$ cat src/design/lrn_ccf_pkg.sv
package lrn_ccf_pkg;

  localparam int unsigned SampleW = 16;
  localparam int unsigned AlphaW = 24;
  localparam int unsigned BetaW = 8;
  localparam int unsigned SizeW = 4;
  localparam int unsigned CfgIdxW = 2;
  localparam int unsigned MaxWindow = 15;
  localparam int unsigned RingDepth = 16;
  localparam int unsigned RingW = 4;
  localparam int unsigned SqW = 31;
  localparam int unsigned SumW = 34;
  localparam int unsigned ScaleW = 43;
  localparam int unsigned RootW = 30;
  localparam int unsigned PowSteps = 16;

  localparam logic [CfgIdxW-1:0] RegAlpha = 2'd0;
  localparam logic [CfgIdxW-1:0] RegBeta = 2'd1;
  localparam logic [CfgIdxW-1:0] RegWindow = 2'd2;

  localparam logic [AlphaW-1:0] AlphaReset = 24'd1678;
  localparam logic [BetaW-1:0] BetaReset = 8'd192;
  localparam logic [SizeW-1:0] WindowReset = 4'd5;

  typedef struct packed {
    logic signed [SampleW-1:0] sample;
    logic last_channel;
  } in_word_t;

  typedef struct packed {
    logic signed [SampleW-1:0] normalized;
    logic last_of_pixel;
  } out_word_t;

  typedef enum logic [3:0] {
    S_IDLE,
    S_SINIT,
    S_SUM,
    S_MLO,
    S_MHI,
    S_NORM,
    S_LOG,
    S_EXPO,
    S_POW,
    S_PRD,
    S_RND,
    S_OUT
  } ctl_state_e;

  typedef struct packed {
    logic accept;
    logic sum_init;
    logic sum_step;
    logic mul_lo;
    logic mul_hi;
    logic norm_step;
    logic log_step;
    logic expo;
    logic pow_step;
    logic prod;
    logic round;
    logic next_d;
  } cmd_t;

  typedef struct packed {
    logic emit_now;
    logic sum_last;
    logic norm_done;
    logic step_last;
    logic more_emits;
  } sts_t;

  typedef logic [PowSteps-1:0][RootW-1:0] root_table_t;

  function automatic logic [63:0] isqrt64(input logic [63:0] v);
    logic [63:0] x;
    logic [63:0] res;
    logic [63:0] b;
    x = v;
    res = '0;
    b = 64'h4000_0000_0000_0000;
    for (int i = 0; i < 32; i++) begin
      if (x >= res + b) begin
        x = x - (res + b);
        res = (res >> 1) + b;
      end else begin
        res = res >> 1;
      end
      b = b >> 2;
    end
    return res;
  endfunction

  // factors 2^(-2^-k), k = 1..16, Q0.30
  function automatic root_table_t root_table();
    root_table_t t;
    logic [63:0] r;
    r = isqrt64(64'd1 << 59);
    for (int i = 0; i < PowSteps; i++) begin
      t[i] = r[RootW-1:0];
      r = isqrt64(r << 30);
    end
    return t;
  endfunction

  localparam root_table_t RootTable = root_table();

endpackage

$ cat src/design/lrn_ccf_ctrl.sv
module lrn_ccf_ctrl (
  input  logic                clk_i,
  input  logic                rst_ni,
  input  logic                in_valid_i,
  input  logic                out_stall_i,
  input  lrn_ccf_pkg::sts_t   sts_i,
  output lrn_ccf_pkg::cmd_t   cmd_o,
  output logic                in_stall_o,
  output logic                out_valid_o
);

  lrn_ccf_pkg::ctl_state_e state_q, state_d;

  always_ff @(posedge clk_i or negedge rst_ni) begin
    if (!rst_ni) begin
      state_q <= lrn_ccf_pkg::S_IDLE;
    end else begin
      state_q <= state_d;
    end
  end

  always_comb begin
    state_d = state_q;
    case (state_q)
      lrn_ccf_pkg::S_IDLE: begin
        if (in_valid_i && sts_i.emit_now) state_d = lrn_ccf_pkg::S_SINIT;
      end
      lrn_ccf_pkg::S_SINIT: state_d = lrn_ccf_pkg::S_SUM;
      lrn_ccf_pkg::S_SUM: begin
        if (sts_i.sum_last) state_d = lrn_ccf_pkg::S_MLO;
      end
      lrn_ccf_pkg::S_MLO: state_d = lrn_ccf_pkg::S_MHI;
      lrn_ccf_pkg::S_MHI: state_d = lrn_ccf_pkg::S_NORM;
      lrn_ccf_pkg::S_NORM: begin
        if (sts_i.norm_done) state_d = lrn_ccf_pkg::S_LOG;
      end
      lrn_ccf_pkg::S_LOG: begin
        if (sts_i.step_last) state_d = lrn_ccf_pkg::S_EXPO;
      end
      lrn_ccf_pkg::S_EXPO: state_d = lrn_ccf_pkg::S_POW;
      lrn_ccf_pkg::S_POW: begin
        if (sts_i.step_last) state_d = lrn_ccf_pkg::S_PRD;
      end
      lrn_ccf_pkg::S_PRD: state_d = lrn_ccf_pkg::S_RND;
      lrn_ccf_pkg::S_RND: state_d = lrn_ccf_pkg::S_OUT;
      lrn_ccf_pkg::S_OUT: begin
        if (!out_stall_i) begin
          state_d = sts_i.more_emits ? lrn_ccf_pkg::S_SINIT : lrn_ccf_pkg::S_IDLE;
        end
      end
      default: state_d = lrn_ccf_pkg::S_IDLE;
    endcase
  end

  always_comb begin
    cmd_o = '0;
    in_stall_o = 1'b1;
    out_valid_o = 1'b0;
    case (state_q)
      lrn_ccf_pkg::S_IDLE: begin
        in_stall_o = 1'b0;
        cmd_o.accept = in_valid_i;
      end
      lrn_ccf_pkg::S_SINIT: cmd_o.sum_init = 1'b1;
      lrn_ccf_pkg::S_SUM:   cmd_o.sum_step = 1'b1;
      lrn_ccf_pkg::S_MLO:   cmd_o.mul_lo = 1'b1;
      lrn_ccf_pkg::S_MHI:   cmd_o.mul_hi = 1'b1;
      lrn_ccf_pkg::S_NORM:  cmd_o.norm_step = 1'b1;
      lrn_ccf_pkg::S_LOG:   cmd_o.log_step = 1'b1;
      lrn_ccf_pkg::S_EXPO:  cmd_o.expo = 1'b1;
      lrn_ccf_pkg::S_POW:   cmd_o.pow_step = 1'b1;
      lrn_ccf_pkg::S_PRD:   cmd_o.prod = 1'b1;
      lrn_ccf_pkg::S_RND:   cmd_o.round = 1'b1;
      lrn_ccf_pkg::S_OUT: begin
        out_valid_o = 1'b1;
        cmd_o.next_d = !out_stall_i && sts_i.more_emits;
      end
      default: cmd_o = '0;
    endcase
  end

  a_out_blocks_in: assert property (@(posedge clk_i) disable iff (!rst_ni)
    out_valid_o |-> in_stall_o) else $error("input taken while result pending");

  a_flush_or_idle: assert property (@(posedge clk_i) disable iff (!rst_ni)
    (state_q == lrn_ccf_pkg::S_OUT && !out_stall_i) |=>
    (state_q == lrn_ccf_pkg::S_SINIT || state_q == lrn_ccf_pkg::S_IDLE))
    else $error("bad exit from output state");

  a_log_exit: assert property (@(posedge clk_i) disable iff (!rst_ni)
    (state_q == lrn_ccf_pkg::S_LOG && sts_i.step_last) |=> state_q == lrn_ccf_pkg::S_EXPO)
    else $error("log loop did not end after sixteen steps");

endmodule

$ cat config.mk
export PLATFORM = sky130hd
export DESIGN_NAME = lrn_ccf_ctrl
export DESIGN_NICKNAME = d
export VERILOG_FILES = /design/src/design/lrn_ccf_pkg.sv /design/src/design/lrn_ccf_ctrl.sv
export SDC_FILE = /design/constraint.sdc
export NUM_CORES = 1
export LEC_CHECK = 0
export BUFFER_PORTS_ARGS = -buffer_cell sky130_fd_sc_hd__buf_2
export CORE_AREA = 2 2 39 41
export DETAILED_ROUTE_END_ITERATION = 10
export DIE_AREA = 0 0 41 43
export HOLD_SLACK_MARGIN = 0.15
export PLACE_DENSITY = 0.58
export REMOVE_ABC_BUFFERS = 1
export SLEW_MARGIN = 5
export SYNTH_ARGS = -nofsm -noshare
export SYNTH_HDL_FRONTEND = slang
export SYNTH_SLANG_ARGS = --single-unit
$ cat constraint.sdc
create_clock -name clk_i -period 2.9 [get_ports clk_i]
set_input_delay 0.145 -clock clk_i [delete_from_list [all_inputs] [get_ports clk_i]]
set_output_delay 0.145 -clock clk_i [all_outputs]
set_load 0.01 [all_outputs]
# --- After elaboration in Yosys (flattened, before gate mapping) ---
# Cells that the tools add are included.
totals:
  register_bits: 4
  input_bits: 9
  elab_cells: 45
  output_inout_bits: 14
op_classes:
  eq_ne: 17
  n_reduce_logical: 5
  mux: 22
op_table:
  columns: ["cell", "count"]
  rows:
  - ["$pmux 4 s12", 1]
  - ["$mux 4", 6]
  - ["$eq 4x3->1 const B", 4]
  - ["$eq 4x4->1 const B", 4]
  - ["$mux 1", 15]
  - ["$ne 2x2->1 const B", 6]
  - ["$eq 4x2->1 const B", 2]
  - ["$reduce_and 6->1", 1]
  - ["$eq 4x1->1 const B", 1]
  - ["$logic_not 4->1", 1]
  - ["$logic_and 1x1->1", 2]
  - ["$logic_not 1->1", 1]

# --- Logic depth before layout (Yosys ltp) ---
# Gate-level depths: netlist of the first run.
logic_depth:
  ltp_word: 3
  depth_mapped: 5
  ltp_nobuf: 4

# --- Worst setup path before layout of the first run ---
# No wires, ideal clock.
synth_timing:
  path_kind: "register to register"
  startpoint: "register state_q[2]"
  endpoint: "register state_q[3]"
  synth_period_minus_slack_ns: 1.336
  arrival_time_ns: 1.204
  path_slack_ns: 1.564
  n_path_buf: 1
  stages_incl_launch_ff: 5
  setup_time_ns: 0.132
  required_time_ns: 2.768
  cell_sequence: "dfrtp_1 -> buf_4 -> nor4_1 -> a221o_1 -> o221ai_2"
synth_via:
  elab_chain_cells: 3
  elab_cells_between_ends: 20
  cone_classes: "17 x eq/ne; 1 x mux; 2 x reduce/logical"
synth_lines:
  columns: ["item", "line", "text"]
  rows:
  - ["start, declared", "lrn_ccf_ctrl.sv:12", "lrn_ccf_pkg::ctl_state_e state_q, state_d;"]
  - ["start signal, assigned", "lrn_ccf_ctrl.sv:16", "state_q <= lrn_ccf_pkg::S_IDLE;"]
  - ["start signal, assigned", "lrn_ccf_ctrl.sv:18", "state_q <= state_d;"]
  - ["$eq 4x2->1, or another cell as far along", "lrn_ccf_ctrl.sv:24", "case (state_q)"]
  - ["$ne 2x2->1 (no line)", null, null]
  - ["$reduce_and 6->1 (no line)", null, null]
# Several ways; a longest one is shown, not always the timed one.
# A chain may end at the register's enable or synchronous reset.

==> summary.md, run 1 <==
| Metric | Value |
|---|---|
| Period utilisation layout | 60.3% |
| Asr flop ratio synth | 100% |
| Crit path DAT | 1.60 ns |
| Worst EP required | 2.76 ns |
| CTS tree | built |
| CTS resizes | 0 |
| CP max FO | 12 |
| Clk_lat worst skew | 0.24 ns |
| Status | finished clean |
| Slowest-stage cell, CP | dfrtp_1 |
| Synth area leader | dfrtp_1 |
| Top-area cell type share of the netlist area | 22.9% |
| Final TNS setup | 0 ns |
| Critical Path, Cell by Cell | nand2_1 > nor4b_1 > buf_2 |
| Post-synth EDFFs | 0 |
| CTS Buf Count | 3 |
| Die extent in x | 41 um |
| Combinational fraction of design power | 57.1% |
| Drt pass-1 iters | 4 |
| Largest net degree at the start of global routing | 16 |
| Synth warnings | 0 |
| DP Area | 523 sq um |
| Setup CP Type | flop to output port |
| Leakage | 0.281 nW |
| Fin. Hold Viols | 0 |
| Max_cap viols | 0 |
| Total die area | 0.00176 sq mm |
| RSZ-0062 raised after global routing | false |
| Grt ovf | 0 |
| Initial antenna violation count | 0 |
| Fin. max-slew vios | 0 |
| Distinct cells, synth | 30 |
| Largest cells by area after synthesis | dfrtp_1 (23%), nor3_1 (8.0%), nor2_1 (6.9%) |
| Final Setup Violations | 0 |
| Drt drc | 0 |
| Post-route ant nets | 0 |
| Mapped Cells | 55 |
| # nets final | 88 |
| Initial DRC count | 6 |
| Area Overhead vs Synth | 27.2% |
| Die height | 43 um |
| Core Rows | 14 |
| CTS sink count | 4 |
| Sw Pwr | 0.000291 W |
| Setup crit start kind | flop |
| Most common flop cell mapped by yosys | dfrtp_1 |
| Ant. Diodes | 0 |
| Syn Area/Cell | 7.94 sq um |
| Sequential area share after synthesis | 22.9% |
| Routed wire length per instance | 12.1 um |
| Clock Skew | 0.00431 ns |
| Gr usage total | 14.2% |
| Clock period minus worst slack | 1.75 ns |
| GP Congestion | 0.749 |
| Worst slack, placed | 1.30 ns |
| Biggest register | state_q |
| Post-route cell area | 556 sq um |
| Max clock buf depth | 2 |
| Switching part of the total | 49.6% |
| Via density | 5.15 |
| Sequential power share | 31.1% |
| Slowest stage delay, CP | 0.56 ns |
| Worst-margin pin slew | 0.459 ns |
| Vias in the first global route | 417 |
| Filler Cell Count | 156 |
| Boundary Pins | 23 |
| Max FFs per register | 4 |
| Fmax | 0.572 GHz |
| # port buffers | 22 |
| Multi-input gate area | 285 sq um |
| Initial Utilization | 31.6% |
| Clock share of power | 11.8% |
| Reg area | 100 sq um |
| Share of layout cells above drive strength 1 | 37.7% |
| CTS clock-pin slew for the worst setup and hold paths | 0.04 ns |
| Mapped Area | 437 sq um |
| CTS root buffer | clkbuf_4 |
| Commonest non-fill, non-tap cell in the layout | buf_2 |
| Seq cells post-synth | 4 |
| Global-route wire length before repair | 1.75 mm |
| Largest regs | state_q x4 |
| Internal cell power | 0.000296 W |
| VDD IR max | 351 uV |
| Final HPWL DP | 834 um |
| P per Cell Area | 1060 mW/mm^2 |
| DR vias | 479 |
| Most frequent cells in the layout | buf_2 (22), nor2_1 (8), nor3_1 (7) |
| Fin Hold WS | 0.238 ns |
| Crit. End Element | output port |
| Routed WL | 1.13 mm |
| Final setup margin | 1.15 ns |
| Hold/Removal Path Class | input port to async pin |
| Worst slew margin | 69.4% |
| Core ar. | 0.00138 sq mm |
| H-tree depth | 1 |
kinds of logic after synthesis:
family	count (synthesis)	synth area share, %
AND/OR/NAND/NOR	33	43.0
AO/OA/AOI/OAI	10	18.1
buffers and inverters	6	11.7
flip-flops	4	22.9
XOR/XNOR	1	2.01
multiplexers	1	2.29
synth_stat cells (2+ instances only):
cell	count
dfrtp_1	4
nor3_1	7
inv_1	2
nand2_1	4
nand2b_1	4
buf_6	2
o21ai_0	2
nor2_1	8
metal layers:
layer	GRT usage (%)	vias to the layer above	wire, um
li1	-	245	-
met1	18.6	222	477
met2	22.2	12	594
met3	3.14	0	57
met4	4.00	0	0
met5	0	-	0
layout make-up:
type                    count  share of cell area (%)
clock buffers               3                    4.05
inverters                   2                    1.35
multi-input cells          45                    51.4
flip-flops and latches      4                    18.0
well taps                  16                    3.60
repair buffers             23                    21.6
critical path: cells and delay by family (launching register included):
| kind | cells | cell delay (ns) |
|---|---|---|
| flip-flops | 1 | 0.56 |
| AND/OR/NAND/NOR | 2 | 0.62 |
| buffers and inverters | 1 | 0.19 |
power by group through the flow:
stage	Sequential (W)	Combinational [W]	Clock, W
CTS	0.000183	0.000340	0.0000709
finish	0.000182	0.000335	0.0000692
global route	0.000192	0.000370	0.0000770
global placement	0.000180	0.000339	0
detailed placement	0.000183	0.000339	0
floorplan	0.000153	0.000249	0
metrics by stage:
step           utilization (%)  total power (W)  cells
2_1_floorplan                -         0.000401     51
6_report                  40.1         0.000587     93
5_1_grt                   40.1         0.000640     93
4_1_cts                   40.1         0.000594     93
3_5_place_dp              37.8         0.000522     89
3_3_place_gp              37.8         0.000519     89
final timing paths:
| check | endpoint | cells past startpoint | start | slack (ns) |
|---|---|---|---|---|
| max | cmd_o[0] | 3 | state_q[1] | 1.15 |
| max in group asynchronous | state_q[1] | 2 | rst_ni | 2.54 |
| min | state_q[2] | 2 | rst_ni | 0.24 |
| min reg2reg | state_q[2] | 1 | state_q[3] | 0.74 |
| max reg2reg | state_q[1] | 4 | state_q[0] | 1.29 |
| min in group clk_i | state_q[3] | 4 | sts_i[1] | 0.24 |
timing repair:
| action | CTS | global route |
|---|---|---|
| hold endpoints to repair | 4 | 0 |
| setup buffers | 0 | 0 |
| hold buffers | 1 | 0 |
No activity file was read; power rests on OpenSTA's default activity.
==> inputs of run 2 (changes only) <==
PLACE_DENSITY = 0.61   (was 0.58)
clock period = 1.54 ns   (was 2.9 ns; I/O delays follow)
==> run 2 against run 1 <==
Flip-flop and latch count is the same. First-iteration DRC count up 83%. Sequential share of layout area shrank 2.6 points. Largest power group unchanged. Largest cell class unchanged. Critical endpoint unchanged. Worst setup slack worse by 1.1 ns. Critical path depth up 1. Via count increased by 8.4%. Non-clock buffer count increased by 12. Wire length increased by 11%. Utilization rose by 8.4 points. Sequential power up 55%. Final cell count rose by 13%.
==> summary.md, run 2 (synthesis gave the netlist of run 1 again) <==
| Metric | Value |
|---|---|
| P per Cell Area | 2080 mW/mm^2 |
| Boundary Pins | 23 |
| Leakage | 0.343 nW |
| Routed wl met3 | 65 um |
| Post-route cell area | 672 sq um |
| Share of layout cells above drive strength 1 | 52.8% |
| Worst EP required | 1.46 ns |
| Global-route wire length before repair | 2.08 mm |
| Largest net degree at the start of global routing | 12 |
| Fin. max-slew vios | 0 |
| Hold/Removal Path Class | input port to async pin |
| CTS clock-pin slew for the worst setup and hold paths | 0.04 ns |
| Post-route ant nets | 0 |
| Worst slew margin | 80.3% |
| CP max FO | 7 |
| Die height | 43 um |
| Die extent in x | 41 um |
| Clk_lat worst skew | 0.24 ns |
| VDD IR max | 734 uV |
| # nets final | 100 |
| Total die area | 0.00176 sq mm |
| Via density | 4.94 |
| Vias in the first global route | 514 |
| Setup crit start kind | flop |
| Core Rows | 14 |
| Top layer in use | met3 |
| Drt pass-1 iters | 4 |
| Crit. End Element | output port |
| M1 wire length | 544 um |
| Biggest register | state_q |
| Drt drc | 0 |
| Fin. Hold Viols | 0 |
| RSZ-0062 raised after global routing | false |
| Met2 WL | 646 um |
| Area Overhead vs Synth | 53.9% |
| Clock Skew | 0.00102 ns |
| Initial DRC count | 11 |
| Final Setup Violations | 0 |
| Max FFs per register | 4 |
| DP Area | 591 sq um |
| Grt ovf | 0 |
| Worst-margin pin slew | 0.294 ns |
| Initial antenna violation count | 0 |
| CTS Buf Count | 3 |
| Status | finished clean |
| Initial Utilization | 31.6% |
| GP Congestion | 0.807 |
| Final HPWL DP | 933 um |
| Most frequent cells in the layout | buf_2 (22), buf_4 (11), nor2_1 (8), nor3_1 (6), nand2_1 (4) |
| H-tree depth | 1 |
| Gr usage total | 16.9% |
| # port buffers | 22 |
| Setup CP Type | flop to output port |
| Crit path DAT | 1.41 ns |
| Max_cap viols | 0 |
| Commonest non-fill, non-tap cell in the layout | buf_2 |
| Fmax | 0.675 GHz |
| Routed WL | 1.26 mm |
| CTS root buffer | clkbuf_4 |
| Period utilisation layout | 96.3% |
| Core ar. | 0.00138 sq mm |
| Routed wire length per instance | 12.0 um |
| Largest regs | state_q x4 |
| Clock period minus worst slack | 1.48 ns |
| Final TNS setup | 0 ns |
| Final Util | 48.6% |
| CTS tree | built |
| DR vias | 519 |
| Max clock buf depth | 2 |
| Ant. Diodes | 0 |
| CTS sink count | 4 |
-- run 2: layout make-up --
class                      count  area [sq um]
inverter                       2          7.51
clock buffer                   3          22.5
multi-input combinational     45           304
sequential                     4           104
fill                         138           712
tap                           16          20.0
timing repair buffer          35           214
-- run 2: worst paths after layout --
path                             from          to  slack, ns  cells past startpoint
min in group clk_i           sts_i[1]  state_q[3]       0.18                      4
max in group asynchronous      rst_ni  state_q[3]       1.22                      2
setup / recovery           state_q[2]    cmd_o[0]       0.06                      4
setup reg to reg           state_q[0]  state_q[1]       0.10                      4
hold reg to reg            state_q[0]  state_q[0]       0.74                      3
hold / removal                 rst_ni  state_q[0]       0.18                      2
-- run 2: layer usage --
layer  vias to the layer above  track usage [%]
li1                        268                -
met1                       242             21.2
met2                         9             27.8
met3                         0             6.81
met4                         0                0
met5                         -                0
-- run 2: what timing repair did --
action                                 in CTS  in global routing
hold buffers                                1                  0
gates resized for setup                     4                  3
endpoints found under the hold margin       4                  0
setup endpoints to repair                   3                  2
setup buffers                               3                  0
-- run 2: critical path: stages, from the launching register on --
cell      delay, ns
dfrtp_2        0.46
nand2b_4       0.16
buf_4          0.15
nor4b_1        0.22
buf_2          0.18
-- run 2: power breakdown --
part           switching, W  internal (W)  total [W]
clock network     0.0000478     0.0000875   0.000135
logic              0.000461      0.000517   0.000979
registers          0.000114      0.000169   0.000283
-- run 2: stage by stage --
step	setup slack, ns	cells	power (W)	hold slack (ns)
global placement	0.0586	98	0.00113	-0.113
floorplan	0.116	51	0.000755	-0.219
detailed placement	0.0583	98	0.00114	-0.108
global route	0.00369	105	0.00151	0.193
finish	0.0577	105	0.00140	0.180
CTS	0.0438	105	0.00136	0.178
==> inputs of run 3 (changes only) <==
REMOVE_ABC_BUFFERS = unset   (was 1)
SETUP_SLACK_MARGIN = 0.4   (was unset)
SLEW_MARGIN = unset   (was 5)
==> run 3 against run 2 <==
Utilization up 16 points. Critical endpoint is now cmd_o[11]. Wire length up 29%. Critical path depth unchanged. Power up 42%.
==> summary.md, run 3 (synthesis gave the netlist of run 1 again) <==
| Metric | Value |
|---|---|
| Drt pass-1 iters | 4 |
| Largest net degree at the start of global routing | 10 |
| Biggest register | state_q |
| Crit Reg-Reg Startpoint | state_q[0] |
| RSZ-0062 raised after global routing | true |
| Top layer in use | met4 |
| Ant. Diodes | 0 |
| Setup CP Type | flop to output port |
| Gr usage total | 22.4% |
| CTS Buf Count | 3 |
| Fin. max-slew vios | 0 |
| Met2 WL | 869 um |
| Max_cap viols | 0 |
| Global-route wire length before repair | 2.61 mm |
| VDD IR max | 1220 uV |
| Final TNS setup | 0 ns |
| Fmax | 0.696 GHz |
| # nets final | 109 |
| CTS tree | built |
| Share of layout cells above drive strength 1 | 71.4% |
| Max clock buf depth | 2 |
| Fin. Hold Viols | 0 |
| Max FFs per register | 4 |
| CTS sink count | 4 |
| Total die area | 0.00176 sq mm |
| Period utilisation layout | 93.4% |
| Mapped Nets | 64 |
| Commonest non-fill, non-tap cell in the layout | buf_2 |
| Core Rows | 14 |
| Post-route ant nets | 0 |
| Hold/Removal Path Class | input port to async pin |
| Power, Total | 0.00199 W |
| Vias in the first global route | 589 |
| Reg2Reg Depth | 5 |
| Area Overhead vs Synth | 105% |
| Crit. End Element | output port |
| Initial DRC count | 13 |
| Die height | 43 um |
| Clk_lat worst skew | 0.23 ns |
| H-tree depth | 1 |
| Most frequent cells in the layout | buf_2 (20), buf_4 (15), buf_6 (7), nor3_2 (4), nor2_1 (4) |
| Final HPWL DP | 931 um |
| Worst EP required | 1.46 ns |
| Die extent in x | 41 um |
| Crit path DAT | 1.36 ns |
| Routed wl met3 | 59 um |
| Reg2reg end | state_q[3] |
| CTS clock-pin slew for the worst setup and hold paths | 0.04 ns |
| Drt drc | 0 |
| P per Cell Area | 2220 mW/mm^2 |
| Worst-margin pin slew | 0.247 ns |
| Largest regs | state_q x4 |
| Leakage | 0.436 nW |
| Initial antenna violation count | 0 |
| M1 wire length | 653 um |
| CP max FO | 9 |
| Final Setup Violations | 0 |
| Clock period minus worst slack | 1.44 ns |
| Grt ovf | 0 |
| Worst slew margin | 83.4% |
| Setup crit start kind | flop |
| DR vias | 591 |
| Core ar. | 0.00138 sq mm |
| CTS root buffer | clkbuf_4 |
| Boundary Pins | 23 |
| Clock Skew | 0.000450 ns |
| FF-to-FF setup slack | 0.11 ns |
| Routed wire length per instance | 14.2 um |
| # port buffers | 22 |
| Routed WL | 1.62 mm |
| Filler Cell Count | 117 |
| GP Congestion | 0.795 |
| Status | finished clean |
| Via density | 5.18 |
| Initial Utilization | 31.6% |
==> run 3: worst max-delay path: stages (launching register included) <==
cell     delay [ns]
dfrtp_1        0.42
buf_6          0.17
nor4_4         0.25
and2_1         0.17
buf_2          0.12
==> run 3: worst max path at each step <==
stage	startpoint	depth (start not counted)	slack, ns	end
floorplan	state_q[3]	5	0.27	state_q[1]
global placement	state_q[3]	4	0.13	state_q[3]
detailed placement	state_q[3]	4	0.10	state_q[0]
CTS	state_q[2]	4	0.1	cmd_o[11]
global route	state_q[2]	4	0.03	cmd_o[11]
finish	state_q[0]	4	0.10	cmd_o[11]
==> run 3: through the flow <==
step	instance area, sq um	hold WS, ns	util (%)	setup WS, ns	cells
2_1_floorplan	502	-0.219	-	0.267	55
3_3_place_gp	614	-0.116	44.4	0.132	93
3_5_place_dp	614	-0.117	44.4	0.101	93
4_1_cts	841	0.174	60.8	0.0965	111
5_1_grt	896	0.176	64.7	0.0285	114
6_report	896	0.173	64.7	0.102	114
==> run 3: where the power goes <==
part           switching [W]  total, W  internal [W]
Sequential          0.000105  0.000275      0.000169
Combinational       0.000752   0.00158      0.000830
Clock              0.0000424  0.000129     0.0000871
Total               0.000900   0.00199       0.00109
==> run 3: timing repair <==
item / 4_1_cts / 5_1_grt
endpoints found under the hold margin: 4 / 0
gates resized for setup: 17 / 8
gates cloned: 0 / 0
pin swaps: 9 / 1
hold buffers: 1 / 0
setup endpoints to repair: 18 / 17
buffers inserted: 14 / 3
==> run 3: final cells by class <==
class                           instances  area [sq um]  share of cell area, %
Multi-Input combinational cell         45           420                   46.9
Timing Repair Buffer                   44           322                   35.9
Sequential cell                         4           104                   11.6
Clock buffer                            3          22.5                   2.51
Tap cell                               16          20.0                   2.23
Inverter                                2          7.51                  0.838
==> run 3: per-layer routing <==
metal  up-vias  track usage [%]
met4         0             15.3
met2        18             35.3
met3         5             6.28
li1        289                -
met5         -                0
met1       279             24.1
